===== src/rtl/core/irpd_pkg.sv =====
// ----------------------------------------------------------------------------
// irpd_pkg
// Shared types and constants of the pulse-distance infrared frame decoder:
// configuration register indexes, reset values, header tolerances and the
// structs that travel between the decoder core and the result emitter.
// ----------------------------------------------------------------------------
package irpd_pkg;

   localparam int CSR_IDX_W  = 3;
   localparam int DUR_W      = 16;
   localparam int WORD_W     = 64;
   localparam int WORD_IDX_W = 2;

   // Configuration register indexes.
   localparam logic [CSR_IDX_W-1:0] CSR_HEADER_MARK   = 3'd0;
   localparam logic [CSR_IDX_W-1:0] CSR_HEADER_SPACE  = 3'd1;
   localparam logic [CSR_IDX_W-1:0] CSR_DATA_MARK     = 3'd2;
   localparam logic [CSR_IDX_W-1:0] CSR_DATA_MARK_TOL = 3'd3;
   localparam logic [CSR_IDX_W-1:0] CSR_ZERO_SPACE    = 3'd4;
   localparam logic [CSR_IDX_W-1:0] CSR_ZERO_TOL      = 3'd5;
   localparam logic [CSR_IDX_W-1:0] CSR_ONE_SPACE     = 3'd6;
   localparam logic [CSR_IDX_W-1:0] CSR_ONE_TOL       = 3'd7;

   // Reset values of the configuration registers, in microseconds.
   localparam logic [DUR_W-1:0] RST_HEADER_MARK   = 16'd9600;
   localparam logic [DUR_W-1:0] RST_HEADER_SPACE  = 16'd5000;
   localparam logic [DUR_W-1:0] RST_DATA_MARK     = 16'd550;
   localparam logic [DUR_W-1:0] RST_DATA_MARK_TOL = 16'd300;
   localparam logic [DUR_W-1:0] RST_ZERO_SPACE    = 16'd600;
   localparam logic [DUR_W-1:0] RST_ZERO_TOL      = 16'd400;
   localparam logic [DUR_W-1:0] RST_ONE_SPACE     = 16'd1500;
   localparam logic [DUR_W-1:0] RST_ONE_TOL       = 16'd500;

   // Fixed exclusive tolerances of the header mark and header space.
   localparam logic [DUR_W-1:0] HDR_MARK_TOL_US  = 16'd2000;
   localparam logic [DUR_W-1:0] HDR_SPACE_TOL_US = 16'd1500;

   typedef struct packed {
      logic [DUR_W-1:0] header_mark_us;
      logic [DUR_W-1:0] header_space_us;
      logic [DUR_W-1:0] data_mark_us;
      logic [DUR_W-1:0] data_mark_tol_us;
      logic [DUR_W-1:0] zero_space_us;
      logic [DUR_W-1:0] zero_space_tol_us;
      logic [DUR_W-1:0] one_space_us;
      logic [DUR_W-1:0] one_space_tol_us;
   } irpd_cfg_type;

   // Handoff of a finished signal from the decoder core to the emitter.
   typedef struct packed {
      logic valid;
      logic ok;
   } irpd_frame_type;

endpackage


===== src/rtl/core/irpd_window.sv =====
// ----------------------------------------------------------------------------
// irpd_window
// Exclusive window test: match is high when |x - v| < d, computed on a
// signed difference so that a tolerance above the nominal value cannot wrap.
// ----------------------------------------------------------------------------
module irpd_window (
   input  logic [irpd_pkg::DUR_W-1:0] x,
   input  logic [irpd_pkg::DUR_W-1:0] v,
   input  logic [irpd_pkg::DUR_W-1:0] d,
   output logic                       match
);
   import irpd_pkg::*;

   logic [DUR_W:0] diff;
   logic [DUR_W:0] mag;

   always_comb begin
      diff  = {1'b0, x} - {1'b0, v};
      mag   = diff[DUR_W] ? ((DUR_W+1)'(0) - diff) : diff;
      match = mag < {1'b0, d};
   end

endmodule


===== src/rtl/core/irpd_csr.sv =====
// ----------------------------------------------------------------------------
// irpd_csr
// Configuration register file: eight 16-bit timing registers written through
// a plain index/data write port, loaded with their defaults at reset.
// ----------------------------------------------------------------------------
module irpd_csr (
   input  logic                           clock,
   input  logic                           reset,
   input  logic                           csr_we,
   input  logic [irpd_pkg::CSR_IDX_W-1:0] csr_index,
   input  logic [irpd_pkg::DUR_W-1:0]     csr_wdata,
   output irpd_pkg::irpd_cfg_type         cfg
);
   import irpd_pkg::*;

   irpd_cfg_type cfg_ff;
   irpd_cfg_type cfg_in;

   always_comb begin
      cfg_in = cfg_ff;
      if (csr_we) begin
         unique case (csr_index)
            CSR_HEADER_MARK:   cfg_in.header_mark_us    = csr_wdata;
            CSR_HEADER_SPACE:  cfg_in.header_space_us   = csr_wdata;
            CSR_DATA_MARK:     cfg_in.data_mark_us      = csr_wdata;
            CSR_DATA_MARK_TOL: cfg_in.data_mark_tol_us  = csr_wdata;
            CSR_ZERO_SPACE:    cfg_in.zero_space_us     = csr_wdata;
            CSR_ZERO_TOL:      cfg_in.zero_space_tol_us = csr_wdata;
            CSR_ONE_SPACE:     cfg_in.one_space_us      = csr_wdata;
            CSR_ONE_TOL:       cfg_in.one_space_tol_us  = csr_wdata;
            default:           cfg_in = cfg_ff;
         endcase
      end
   end

   always_ff @(posedge clock) begin
      if (reset) begin
         cfg_ff.header_mark_us    <= RST_HEADER_MARK;
         cfg_ff.header_space_us   <= RST_HEADER_SPACE;
         cfg_ff.data_mark_us      <= RST_DATA_MARK;
         cfg_ff.data_mark_tol_us  <= RST_DATA_MARK_TOL;
         cfg_ff.zero_space_us     <= RST_ZERO_SPACE;
         cfg_ff.zero_space_tol_us <= RST_ZERO_TOL;
         cfg_ff.one_space_us      <= RST_ONE_SPACE;
         cfg_ff.one_space_tol_us  <= RST_ONE_TOL;
      end else begin
         cfg_ff <= cfg_in;
      end
   end

   assign cfg = cfg_ff;

endmodule


===== src/rtl/core/irpd_decoder.sv =====
// ----------------------------------------------------------------------------
// irpd_decoder
// Input register and per-duration decode: header and data window checks,
// position counter, failure flag and the bit store of the current signal.
// ----------------------------------------------------------------------------
module irpd_decoder #(
   parameter int FRAME_BITS = 160
) (
   input  logic                       clock,
   input  logic                       reset,
   input  irpd_pkg::irpd_cfg_type     cfg,
   input  logic                       req_tvalid,
   output logic                       req_tready,
   input  logic [irpd_pkg::DUR_W-1:0] req_duration,
   input  logic                       req_tlast,
   input  logic                       emit_ready,
   output irpd_pkg::irpd_frame_type   frame,
   output logic [FRAME_BITS-1:0]      frame_bits
);
   import irpd_pkg::*;

   localparam int POS_W = $clog2(2*FRAME_BITS + 4);
   localparam int BIT_W = $clog2(FRAME_BITS);
   localparam logic [POS_W-1:0] NEEDED_POS    = POS_W'(2*FRAME_BITS + 3);
   localparam logic [POS_W-1:0] LAST_USED_POS = POS_W'(2*FRAME_BITS + 1);
   localparam logic [POS_W-1:0] FIRST_DATA    = POS_W'(2);
   localparam logic [POS_W-1:0] FIRST_SPACE   = POS_W'(3);

   logic             full_ff, full_in;
   logic [DUR_W-1:0] dur_ff;
   logic             last_ff;
   logic [POS_W-1:0] pos_ff, pos_in, pos_inc;
   logic             failed_ff, failed_in;
   logic             mark_ff, mark_in;
   logic [FRAME_BITS-1:0] bits_ff, bits_in;

   logic accept, step;
   logic hm_hit, hs_hit, dm_hit, zero_hit, one_hit;
   logic at_hdr_mark, at_hdr_space, in_data, at_mark, at_space;
   logic fail_now, bit_write;
   logic [POS_W-1:0] bit_off;
   logic [BIT_W-1:0] bit_idx;

   irpd_window u_hdr_mark (
      .x(dur_ff), .v(cfg.header_mark_us), .d(HDR_MARK_TOL_US), .match(hm_hit));
   irpd_window u_hdr_space (
      .x(dur_ff), .v(cfg.header_space_us), .d(HDR_SPACE_TOL_US), .match(hs_hit));
   irpd_window u_data_mark (
      .x(dur_ff), .v(cfg.data_mark_us), .d(cfg.data_mark_tol_us), .match(dm_hit));
   irpd_window u_zero (
      .x(dur_ff), .v(cfg.zero_space_us), .d(cfg.zero_space_tol_us), .match(zero_hit));
   irpd_window u_one (
      .x(dur_ff), .v(cfg.one_space_us), .d(cfg.one_space_tol_us), .match(one_hit));

   // A closing duration waits in the input register until the emitter is free.
   assign step       = full_ff && (!last_ff || emit_ready);
   assign req_tready = !full_ff || step;
   assign accept     = req_tvalid && req_tready;

   always_comb begin
      at_hdr_mark  = (pos_ff == '0);
      at_hdr_space = (pos_ff == POS_W'(1));
      in_data      = (pos_ff >= FIRST_DATA) && (pos_ff <= LAST_USED_POS);
      at_mark      = in_data && !pos_ff[0];
      at_space     = in_data && pos_ff[0];

      // The zero window is tested first, so an overlap decodes as zero.
      fail_now = (at_hdr_mark && !hm_hit) || (at_hdr_space && !hs_hit) ||
                 (at_mark && !dm_hit) ||
                 (at_space && mark_ff && !zero_hit && !one_hit);
      mark_in   = at_mark ? dm_hit : mark_ff;
      bit_write = at_space && mark_ff && (zero_hit || one_hit);
      bit_off   = (pos_ff - FIRST_SPACE) >> 1;
      bit_idx   = bit_off[BIT_W-1:0];

      bits_in = bits_ff;
      if (bit_write) begin
         bits_in[bit_idx] = !zero_hit;
      end

      pos_inc   = (pos_ff < NEEDED_POS) ? (pos_ff + POS_W'(1)) : pos_ff;
      failed_in = failed_ff || fail_now;

      full_in = accept ? 1'b1 : (step ? 1'b0 : full_ff);
      pos_in  = pos_ff;
      if (step) begin
         pos_in = last_ff ? '0 : pos_inc;
      end

      frame.valid = step && last_ff;
      frame.ok    = (pos_inc == NEEDED_POS) && !failed_in;
      frame_bits  = bits_in;
   end

   always_ff @(posedge clock) begin
      if (reset) begin
         full_ff   <= 1'b0;
         pos_ff    <= '0;
         failed_ff <= 1'b0;
         mark_ff   <= 1'b0;
      end else begin
         full_ff <= full_in;
         pos_ff  <= pos_in;
         if (step) begin
            failed_ff <= last_ff ? 1'b0 : failed_in;
            mark_ff   <= last_ff ? 1'b0 : mark_in;
         end
      end
   end

   always_ff @(posedge clock) begin
      if (accept) begin
         dur_ff  <= req_duration;
         last_ff <= req_tlast;
      end
      if (step) begin
         bits_ff <= bits_in;
      end
   end

   a_pos_bounded: assert property (@(posedge clock) disable iff (reset)
      pos_ff <= NEEDED_POS)
      else $error("position counter passed its saturation value");

   a_restart: assert property (@(posedge clock) disable iff (reset)
      (step && last_ff) |=> (pos_ff == '0) && !failed_ff && !mark_ff)
      else $error("signal state not cleared after a closing duration");

   a_handoff: assert property (@(posedge clock) disable iff (reset)
      frame.valid |-> emit_ready)
      else $error("frame handed to a busy emitter");

endmodule


===== src/rtl/core/irpd_emitter.sv =====
// ----------------------------------------------------------------------------
// irpd_emitter
// Holds a finished frame and sends it as 64-bit words through the result
// register, or a single failure result when the signal did not decode.
// ----------------------------------------------------------------------------
module irpd_emitter #(
   parameter int FRAME_BITS = 160
) (
   input  logic                            clock,
   input  logic                            reset,
   input  irpd_pkg::irpd_frame_type        frame,
   input  logic [FRAME_BITS-1:0]           frame_bits,
   output logic                            emit_ready,
   output logic                            rsp_tvalid,
   input  logic                            rsp_tready,
   output logic [irpd_pkg::WORD_W-1:0]     rsp_word,
   output logic [irpd_pkg::WORD_IDX_W-1:0] rsp_index,
   output logic                            rsp_status,
   output logic                            rsp_tlast
);
   import irpd_pkg::*;

   localparam int FRAME_WORDS = (FRAME_BITS + 63) / 64;
   localparam int PAD_BITS    = FRAME_WORDS * WORD_W;
   localparam logic [WORD_IDX_W-1:0] LAST_IDX = WORD_IDX_W'(FRAME_WORDS - 1);

   logic                  busy_ff;
   logic                  fail_ff;
   logic [WORD_IDX_W-1:0] idx_ff;
   logic [FRAME_BITS-1:0] bits_ff;

   logic                  valid_ff;
   logic [WORD_W-1:0]     word_ff;
   logic [WORD_IDX_W-1:0] index_ff;
   logic                  status_ff;
   logic                  last_ff;

   logic [PAD_BITS-1:0]   padded;
   logic [WORD_W-1:0]     word_in;
   logic                  word_last;
   logic                  load_out;

   always_comb begin
      padded    = PAD_BITS'(bits_ff);
      word_in   = fail_ff ? '0 : padded[idx_ff*WORD_W +: WORD_W];
      word_last = fail_ff || (idx_ff == LAST_IDX);
      load_out  = busy_ff && (!valid_ff || rsp_tready);
   end

   assign emit_ready = !busy_ff;

   always_ff @(posedge clock) begin
      if (reset) begin
         busy_ff  <= 1'b0;
         valid_ff <= 1'b0;
      end else begin
         if (frame.valid) begin
            busy_ff <= 1'b1;
         end else if (load_out && word_last) begin
            busy_ff <= 1'b0;
         end
         if (load_out) begin
            valid_ff <= 1'b1;
         end else if (rsp_tready) begin
            valid_ff <= 1'b0;
         end
      end
   end

   always_ff @(posedge clock) begin
      if (frame.valid) begin
         fail_ff <= !frame.ok;
         idx_ff  <= '0;
         bits_ff <= frame_bits;
      end else if (load_out) begin
         idx_ff <= idx_ff + WORD_IDX_W'(1);
      end
      if (load_out) begin
         word_ff   <= word_in;
         index_ff  <= fail_ff ? '0 : idx_ff;
         status_ff <= fail_ff;
         last_ff   <= word_last;
      end
   end

   assign rsp_tvalid = valid_ff;
   assign rsp_word   = word_ff;
   assign rsp_index  = index_ff;
   assign rsp_status = status_ff;
   assign rsp_tlast  = last_ff;

   a_fail_shape: assert property (@(posedge clock) disable iff (reset)
      (valid_ff && status_ff) |-> (word_ff == '0) && (index_ff == '0) && last_ff)
      else $error("failure result is not a single zero word");

   a_idx_range: assert property (@(posedge clock) disable iff (reset)
      busy_ff |-> (idx_ff <= LAST_IDX))
      else $error("word counter ran past the last word");

   a_done: assert property (@(posedge clock) disable iff (reset)
      (load_out && word_last) |=> !busy_ff && valid_ff && last_ff)
      else $error("emitter did not finish on the last word");

endmodule


===== src/rtl/core/ir_pulse_distance_frame_decoder.sv =====
// Path: a closing duration goes through the input register, the emitter's frame hold
// and the result register to its first word on rsp; further words follow one per cycle
// unless rsp stalls. Throughput: one duration per cycle; a closing duration is held in
// the input register while the previous frame's words are still in the emitter.
// Reset: synchronous, active high; timing registers return to defaults.
// ----------------------------------------------------------------------------
// ir_pulse_distance_frame_decoder
// Decodes pulse-distance infrared frames from a stream of mark and space
// durations and returns the decoded bits as 64-bit words, or a failure result.
// ----------------------------------------------------------------------------
module ir_pulse_distance_frame_decoder #(
   parameter int FRAME_BITS = 160
) (
   input  logic                           clock,
   input  logic                           reset,
   // Configuration write port.
   input  logic                           csr_we,
   input  logic [irpd_pkg::CSR_IDX_W-1:0] csr_index,
   input  logic [irpd_pkg::DUR_W-1:0]     csr_wdata,
   // Duration stream.
   input  logic                           req_tvalid,
   output logic                           req_tready,
   input  logic [15:0]                    req_tdata,   // [15:0] duration_us
   input  logic                           req_tlast,   // end_of_signal
   // Result stream.
   output logic                           rsp_tvalid,
   input  logic                           rsp_tready,
   output logic [63:0]                    rsp_tdata,   // [63:0] frame_word
   output logic [2:0]                     rsp_tuser,   // [1:0] word_index, [2] frame_status
   output logic                           rsp_tlast    // last_of_frame
);
   import irpd_pkg::*;

   // The durations alternate mark and space, beginning with the header mark.
   // The header mark and space are checked against fixed tolerances around
   // their configured nominal values. Each of the FRAME_BITS data pairs is a
   // mark that must fit the data-mark window and a space that selects a zero
   // or a one; any miss fails the whole signal. When the closing duration
   // arrives, the core hands a pass or fail verdict together with the bit
   // store to the emitter, which sends the words from its own copy so that
   // the next signal can start decoding at once.

   irpd_cfg_type          cfg;
   irpd_frame_type        frame;
   logic [FRAME_BITS-1:0] frame_bits;
   logic                  emit_ready;
   logic [WORD_IDX_W-1:0] rsp_index;
   logic                  rsp_status;

   irpd_csr u_csr (
      .clock     (clock),
      .reset     (reset),
      .csr_we    (csr_we),
      .csr_index (csr_index),
      .csr_wdata (csr_wdata),
      .cfg       (cfg)
   );

   irpd_decoder #(
      .FRAME_BITS(FRAME_BITS)
   ) u_decoder (
      .clock        (clock),
      .reset        (reset),
      .cfg          (cfg),
      .req_tvalid   (req_tvalid),
      .req_tready   (req_tready),
      .req_duration (req_tdata),
      .req_tlast    (req_tlast),
      .emit_ready   (emit_ready),
      .frame        (frame),
      .frame_bits   (frame_bits)
   );

   irpd_emitter #(
      .FRAME_BITS(FRAME_BITS)
   ) u_emitter (
      .clock      (clock),
      .reset      (reset),
      .frame      (frame),
      .frame_bits (frame_bits),
      .emit_ready (emit_ready),
      .rsp_tvalid (rsp_tvalid),
      .rsp_tready (rsp_tready),
      .rsp_word   (rsp_tdata),
      .rsp_index  (rsp_index),
      .rsp_status (rsp_status),
      .rsp_tlast  (rsp_tlast)
   );

   // Side band: word index in the low bits, failure flag above it.
   assign rsp_tuser = {rsp_status, rsp_index};

endmodule

===== config.mk =====
export PLATFORM = sky130hd
export DESIGN_NAME = ir_pulse_distance_frame_decoder
export DESIGN_NICKNAME = d
export VERILOG_FILES = /design/src/rtl/core/irpd_pkg.sv /design/src/rtl/core/irpd_window.sv /design/src/rtl/core/irpd_csr.sv /design/src/rtl/core/irpd_decoder.sv /design/src/rtl/core/irpd_emitter.sv /design/src/rtl/core/ir_pulse_distance_frame_decoder.sv
export SDC_FILE = /design/constraint.sdc
export NUM_CORES = 1
export LEC_CHECK = 0
export BUFFER_PORTS_ARGS = -buffer_cell sky130_fd_sc_hd__buf_2
export CORE_MARGIN = 3
export CORE_UTILIZATION = 65
export CTS_CLUSTER_DIAMETER = 120
export DETAILED_ROUTE_END_ITERATION = 8
export PLACE_DENSITY_LB_ADDON = 0.08
export SKIP_CTS_REPAIR_TIMING = 1
export SYNTH_ARGS = -nofsm -noshare
export SYNTH_HDL_FRONTEND = slang
export SYNTH_SLANG_ARGS = --single-unit

===== constraint.sdc =====
create_clock -name clock -period 10.33 [get_ports clock]
set_input_delay 1.5495 -clock clock [delete_from_list [all_inputs] [get_ports clock]]
set_output_delay 1.5495 -clock clock [all_outputs]
set_load 0.02 [all_outputs]

==> results of run 1 <==
-- sequential cells by signal (all words and copies together), names as in the netlist, 2 cells and up --
name / flops
u_csr.cfg: 128
u_decoder.bits_ff: 160
u_decoder.dur_ff: 16
u_decoder.pos_ff: 9
u_emitter.bits_ff: 160
u_emitter.idx_ff: 2
u_emitter.rsp_index: 2
u_emitter.rsp_word: 64
-- power breakdown --
| group | internal [W] | leakage, nW | switching (W) |
|---|---|---|---|
| registers | 0.00245 | 4.94 | 0.0000618 |
| clock network | 0.00111 | 0.872 | 0.000866 |
| logic | 0.000320 | 5.49 | 0.000569 |
-- stage by stage --
stage                     setup slack [ns]  total power, W  cell area (sq um)  hold slack, ns
after floorplan                       4.39         0.00319              29100           0.424
after global placement                3.42         0.00341              29900           0.441
after detailed placement              3.30         0.00343              29900           0.446
after CTS                             3.24         0.00538              31700           0.454
after global routing                  2.73         0.00558              31700           0.473
final                                 3.16         0.00537              31700           0.454
-- area by class of cell --
class	count	area, sq um	share of cell area
clock inverters	30	289	0.00911
well taps	585	732	0.0231
multi-input cells	1957	12800	0.404
flip-flops and latches	550	15100	0.476
clock buffers	73	1500	0.0474
repair buffers	131	711	0.0224
inverters	155	587	0.0185
-- synth_stat cells, types with 16 or more instances --
library cell,number
edfxtp_1,406
nand2_1,391
nor2_1,276
a21oi_1,236
mux2_2,159
inv_1,154
dfxtp_1,144
ha_1,133
clkbuf_1,124
nor3_1,91
mux2i_1,68
xnor2_1,68
o21ai_0,64
nand3_1,40
xor2_1,35
a211o_1,32
a21o_1,30
nand2b_1,29
nor2b_1,22
nand4_1,18
o21a_1,17
clkbuf_2,16
-- path summary, 6_finish.rpt --
kind / from / endpoint / slack (ns) / cells past startpoint
min reg2reg: u_csr.cfg[124] / u_csr.cfg[124] / 0.45 / 2
max: u_decoder.dur_ff[1] / u_decoder.bits_ff[23] / 3.16 / 23
max reg2reg: u_decoder.dur_ff[1] / u_decoder.bits_ff[23] / 3.16 / 23
min: u_csr.cfg[124] / u_csr.cfg[124] / 0.45 / 2
-- kinds of logic (layout without fill, tap and decap cells) --
group,count (synthesis),in the layout,share of synthesized area
mux,229,229,0.0858
flops,550,550,0.519
compound gates,522,522,0.114
fa+ha+maj,138,138,0.0607
simple gates,965,965,0.148
xor+xnor,103,103,0.0310
buf+inv,314,389,0.0420
-- metal layers --
| layer | GRT usage | vias to the layer above |
|---|---|---|
| met5 | 0 | - |
| met4 | 0.0835 | 0 |
| met3 | 0.0511 | 120 |
| met2 | 0.465 | 848 |
| met1 | 0.462 | 10442 |
| li1 | - | 10143 |
-- worst register-to-register path, delay by kind of cell, from the launching register on --
| kind | cells | cell delay [ns] |
|---|---|---|
| buffers and inverters | 4 | 2.01 |
| AOI/OAI and AO/OA | 8 | 1.54 |
| and+or+nand+nor | 7 | 1.43 |
| adders and majority gates | 2 | 0.80 |
| DFF | 1 | 0.63 |
| muxes | 1 | 0.36 |
| xor gates and xnor gates | 1 | 0.17 |
==> metrics.txt, run 1 <==
RSZ-0062 raised after global routing false; WL/cell 21.0 um; Num CTS Buffers 55; Chip Height 217 um; cell repeated most along the worst path buf_4; status completed; top cells by area, synth edfxtp_1 (42%), dfxtp_1 (9.9%), mux2_2 (6.2%), ha_1 (5.7%), nand2_1 (5.1%); f_max 139 MHz; CP max stage cell buf_4; hpwl dp 48.6 mm; EDFF count, synth 406; leading cell types in the layout, fill and taps excluded edfxtp_1 (406), nand2_1 (391), nor2_1 (274); Tcrit/Tclk final 0.694; wire length on met3 6.09 mm; Mapped Area 0.0291 sq mm; Synth top area share 0.420; DRT Pass-1 Iters 6; kind of end point of the critical path flip-flop; Syn Inst Count 2821; CTS tree done; Vias 21553; Max Root-Sink Buffers 3; global-route wire length before repair between 100 and 150 mm; Yosys top cell by area edfxtp_1; setup_tns 0 ns; Rows 76; ANT nets after route 0; Non-Filler Instances 3481; Seq/Total Area, Yosys 0.519; io pins roughly 110; top layer in use met4; crit-path max cell delay about 0.87 ns; initial antenna violation count 0; Sink Count 550; Via density 6.19; Primary FF master, synth edfxtp_1; Reg clk slew, reported paths 0.06 ns; Root Buffer clkbuf_16; Hold WC Path Type reg2reg; most common cell after layout, fill and taps aside edfxtp_1; CP Data Required Time 10.68 ns; Area growth, synth to finish 9.13%; endpoints failing hold 0; detailed router's first-iteration violation count 2116; Critical Path Fanout Max 104; utilization after layout 0.727; ant diodes 0; average size of a mapped cell 10.3 sq um; max_cap viols 0; initial core utilization 0.666; met2 WL post-DR approximately 32 mm; share of layout cells above drive strength 1 0.141; # nets final around 3000; gr ovfl total 0; worst slew pin tran 1.28 ns; critical path class reg2reg; drt total wl 73.2 mm; Slew HR 0.146; PD cells 169 mW/mm^2; fin crit period approximately 7 ns; die footprint 0.0473 sq mm; final setup violation count 0; placed insts 3378; synthesized net count 3000; core area 0.0436 sq mm; vias in the first global route 20515; die span in x approximately 220 um; cell family with most CP delay buffers and inverters; fraction of registers with async set/reset 0; largest net degree at the start of global routing about 110; #FFs+latches synth 550; # DRC 0; met1 WL 33.1 mm; H-tree Lvls 2; Fill cells between 3000 and 4000; crit-path cells inv_1, fa_1, nand2b_1, a211oi_2, o21a_1, o22ai_1, nand2b_1, or3b_2, nor3b_1, nor2_1, xor2_1, ha_1, nand4_1, a21oi_1, o21ai_0, a31o_2, o41ai_4, buf_4, buf_4, a211oi_2, buf_4, nand2_1, mux2_2; type of origin of the critical path flip-flop; Max VDD drop 0.210 mV; synth warn 0; WP data arrival 7.53 ns; gpl congestion 0.926; Final Max Slew Viols 0; Synth cell types between 80 and 90; worst skew pair latency 0.62 ns; Fin Clk Skew about 0.026 ns; static leakage 11.3 nW; global-route usage over all layers 0.307; port buffer count 110; worst path bufs/invs 4
Note: power is estimated with default switching activity, not from simulation.
==> inputs of run 2 (changes only) <==
--- a/config.mk
+++ b/config.mk
@@ -7,7 +7,7 @@
 export LEC_CHECK = 0
 export BUFFER_PORTS_ARGS = -buffer_cell sky130_fd_sc_hd__buf_2
 export CORE_MARGIN = 3
-export CORE_UTILIZATION = 65
+export CORE_UTILIZATION = 57
 export CTS_CLUSTER_DIAMETER = 120
 export DETAILED_ROUTE_END_ITERATION = 8
 export PLACE_DENSITY_LB_ADDON = 0.08
==> constraint.sdc (replaced) <==
create_clock -name clock -period 6.1 [get_ports clock]
set_input_delay 0.915 -clock clock [delete_from_list [all_inputs] [get_ports clock]]
set_output_delay 0.915 -clock clock [all_outputs]
set_load 0.02 [all_outputs]
==> metrics.txt, run 2 (synthesis results as in run 1) <==
Area growth, synth to finish 11.0%; vias in the first global route 20703 (+0.92%); most common cell after layout, fill and taps aside edfxtp_1; global-route wire length before repair 116 mm (+1.6%); area of the multi-input gates 0.0129 sq mm (+0.75%); hpwl dp 49.8 mm (+2.3%); H-tree Lvls 2 (unchanged); sw frac 0.281 (+0.00195); ant diodes 0 (unchanged); max_cap viols 0 (unchanged); critical path class reg2reg; cell internal pwr 0.00659 W (+70%); Flop pwr share 0.462 (-0.005); Root Buffer clkbuf_16; Hold Crit Start u_csr.cfg[86]; ANT nets after route 0 (unchanged); clock power share 0.365 (-0.003); initial antenna violation count 3 (+3); io pins 111 (unchanged); final setup violation count 0 (unchanged); static leakage 11.5 nW (+1.7%); endpoints failing hold 0 (unchanged); RR Endpoint u_emitter.bits_ff[53]; GRT Max-Usage Layer met1; leading cell types in the layout, fill and taps excluded edfxtp_1 (406), nand2_1 (391), nor2_1 (273); met2 Use GR 0.414 (-0.0514); Vias 21576 (+0.11%); CP Data Required Time 6.47 ns (-4.21 ns); gpl congestion 0.945 (+2.1%); Final Max Slew Viols 0 (unchanged); Setup WS pre-CTS 0.0897 ns (-3.21 ns); net switching power figure 0.00257 W (+72%); CP startpoint u_decoder.dur_ff[4]; CTS tree done; Post-DP Area 0.0303 sq mm (+1.2%); gr ovfl total 0 (unchanged); Max VDD drop 0.210 mV (+0.16%); Fin Clk Skew 0.0316 ns (+0.00549 ns); PD cells 284 mW/mm^2 (+68%); detailed router's first-iteration violation count 1983 (-6.3%); core area 0.0503 sq mm (+15%); # DRC 0 (unchanged); port buffer count 110 (unchanged); status completed; met3 Use GR 0.0465 (-0.00464); Fill cells 4051 (+31%); drt total wl 75.4 mm (+3.0%); Hold WC Path Type reg2reg; die span in x 232 um (+6.6%); fin crit period 5.82 ns (-1.35 ns); Slew HR 0.165 (+0.0182); r2r setup slk 0.28 ns (-2.88 ns); Tcrit/Tclk final 0.954 (+0.260); die footprint 0.0537 sq mm (+14%); worst r2r path cells 23 (unchanged); Critical Path Fanout Max 21 (-80%); WP data arrival 6.19 ns (-1.34 ns); Max Root-Sink Buffers 3 (unchanged); DRT Pass-1 Iters 5 (-1); Hold Crit Endpoint u_csr.cfg[86]; worst hold stages 2 (unchanged); CP max stage cell edfxtp_1; Sink Count 550 (unchanged); Rows 82 (+7.9%); Seq. cell area 0.0151 sq mm (unchanged); type of origin of the critical path flip-flop; initial core utilization 0.578 (-0.0878); WL/cell 20.9 um (-0.61%); worst slew pin tran 1.25 ns (-0.0256 ns); largest net degree at the start of global routing 100 (-12%); global-route usage over all layers 0.277 (-0.0303); cell area after layout 0.0323 sq mm (+1.7%); GR met1 Demand/Resource 0.418 (-0.0443); share of layout cells above drive strength 1 0.156 (+0.0151); Reg-to-Reg Start u_decoder.dur_ff[4]; setup ws final 0.281 ns (-2.88 ns); Chip Height 232 um (+6.6%); f_max 172 MHz (+23%); worst skew pair latency 0.64 ns (+0.02 ns); kind of end point of the critical path flip-flop; crit-path max cell delay 0.52 ns (-0.35 ns); combinational share of power 0.173 (+0.008); # nets final 3068 (+1.3%); Num CTS Buffers 57 (+3.6%); Reg clk slew, reported paths 0.06 ns (about the same); Via density 5.98 (-3.4%); crit-path cells buf_4, ha_1, a21oi_1, and2_1, nand2_1, o311ai_0, buf_4, nand2b_1, or3b_2, nor3b_2, and2_1, nor2_1, xnor2_1, ha_1, o21ai_0, nand2b_1, a21oi_1, a31o_2, o41ai_4, a211o_1, buf_6, nor3_1, mux2_1
[run 2: cell types whose count changed in the layout (fill, tap and decap cells not counted), moves of 2 or more]
cell / change
clkbuf_16: +3
clkinv_2: -3
buf_12: +5
a211oi_4: +2
buf_4: +31
nor3_1: -10
nor3_2: +10
clkbuf_1: +3
clkinv_1: +6
clkbuf_8: -4
[run 2: cell type report]
class,count,share of cell area
inverters,155,0.0183
clock buffers,75,0.0476
clock inverters,31,0.00799
flip-flops and latches,550,0.467
well taps,672,0.0261
repair buffers,168,0.0327
multi-input cells,1957,0.400
[run 2: stage by stage]
step	setup TNS [ns]	hold slack, ns	total power (W)	std cells	utilization
2_1_floorplan	0	0.424	0.00540	2821	-
3_3_place_gp	0	0.443	0.00581	3491	0.602
3_5_place_dp	0	0.446	0.00584	3491	0.602
4_1_cts	0	0.443	0.00918	3597	0.638
5_1_grt	-1.05	0.460	0.00954	3608	0.642
6_report	0	0.454	0.00916	3608	0.642
[run 2: worst max-delay path, delay by kind of cell, from the launching register on]
kind,cells,cell delay (ns)
flops,1,0.52
buf+inv,3,0.65
compound gates,7,1.68
mux,1,0.38
xor+xnor,1,0.13
fa+ha+maj,2,0.65
simple gates,9,1.54
[run 2: power by group through the flow]
stage                     logic (W)  clock network (W)  registers [W]
after global routing        0.00174            0.00355        0.00425
after CTS                   0.00153            0.00341        0.00424
final                       0.00158            0.00334        0.00424
after global placement      0.00150                  0        0.00431
after detailed placement    0.00152                  0        0.00431
after floorplan             0.00112                  0        0.00427
[run 2: per-layer routing]
layer | wire [um] | part of all wire
met3 | 6020 | 0.080
met1 | 34900 | 0.46
met4 | 1500 | 0.020
met5 | 18 | 0.00024
met2 | 33000 | 0.44
[run 2: how the worst max path moves through the flow]
stage | end | slack [ns]
final | u_emitter.bits_ff[53] | 0.28
after global routing | u_emitter.bits_ff[126] | -0.04
after floorplan | u_decoder.bits_ff[141] | 0.16
after detailed placement | u_emitter.bits_ff[57] | 0.09
after global placement | u_emitter.bits_ff[55] | 0.11
after CTS | u_decoder.bits_ff[113] | 0.07
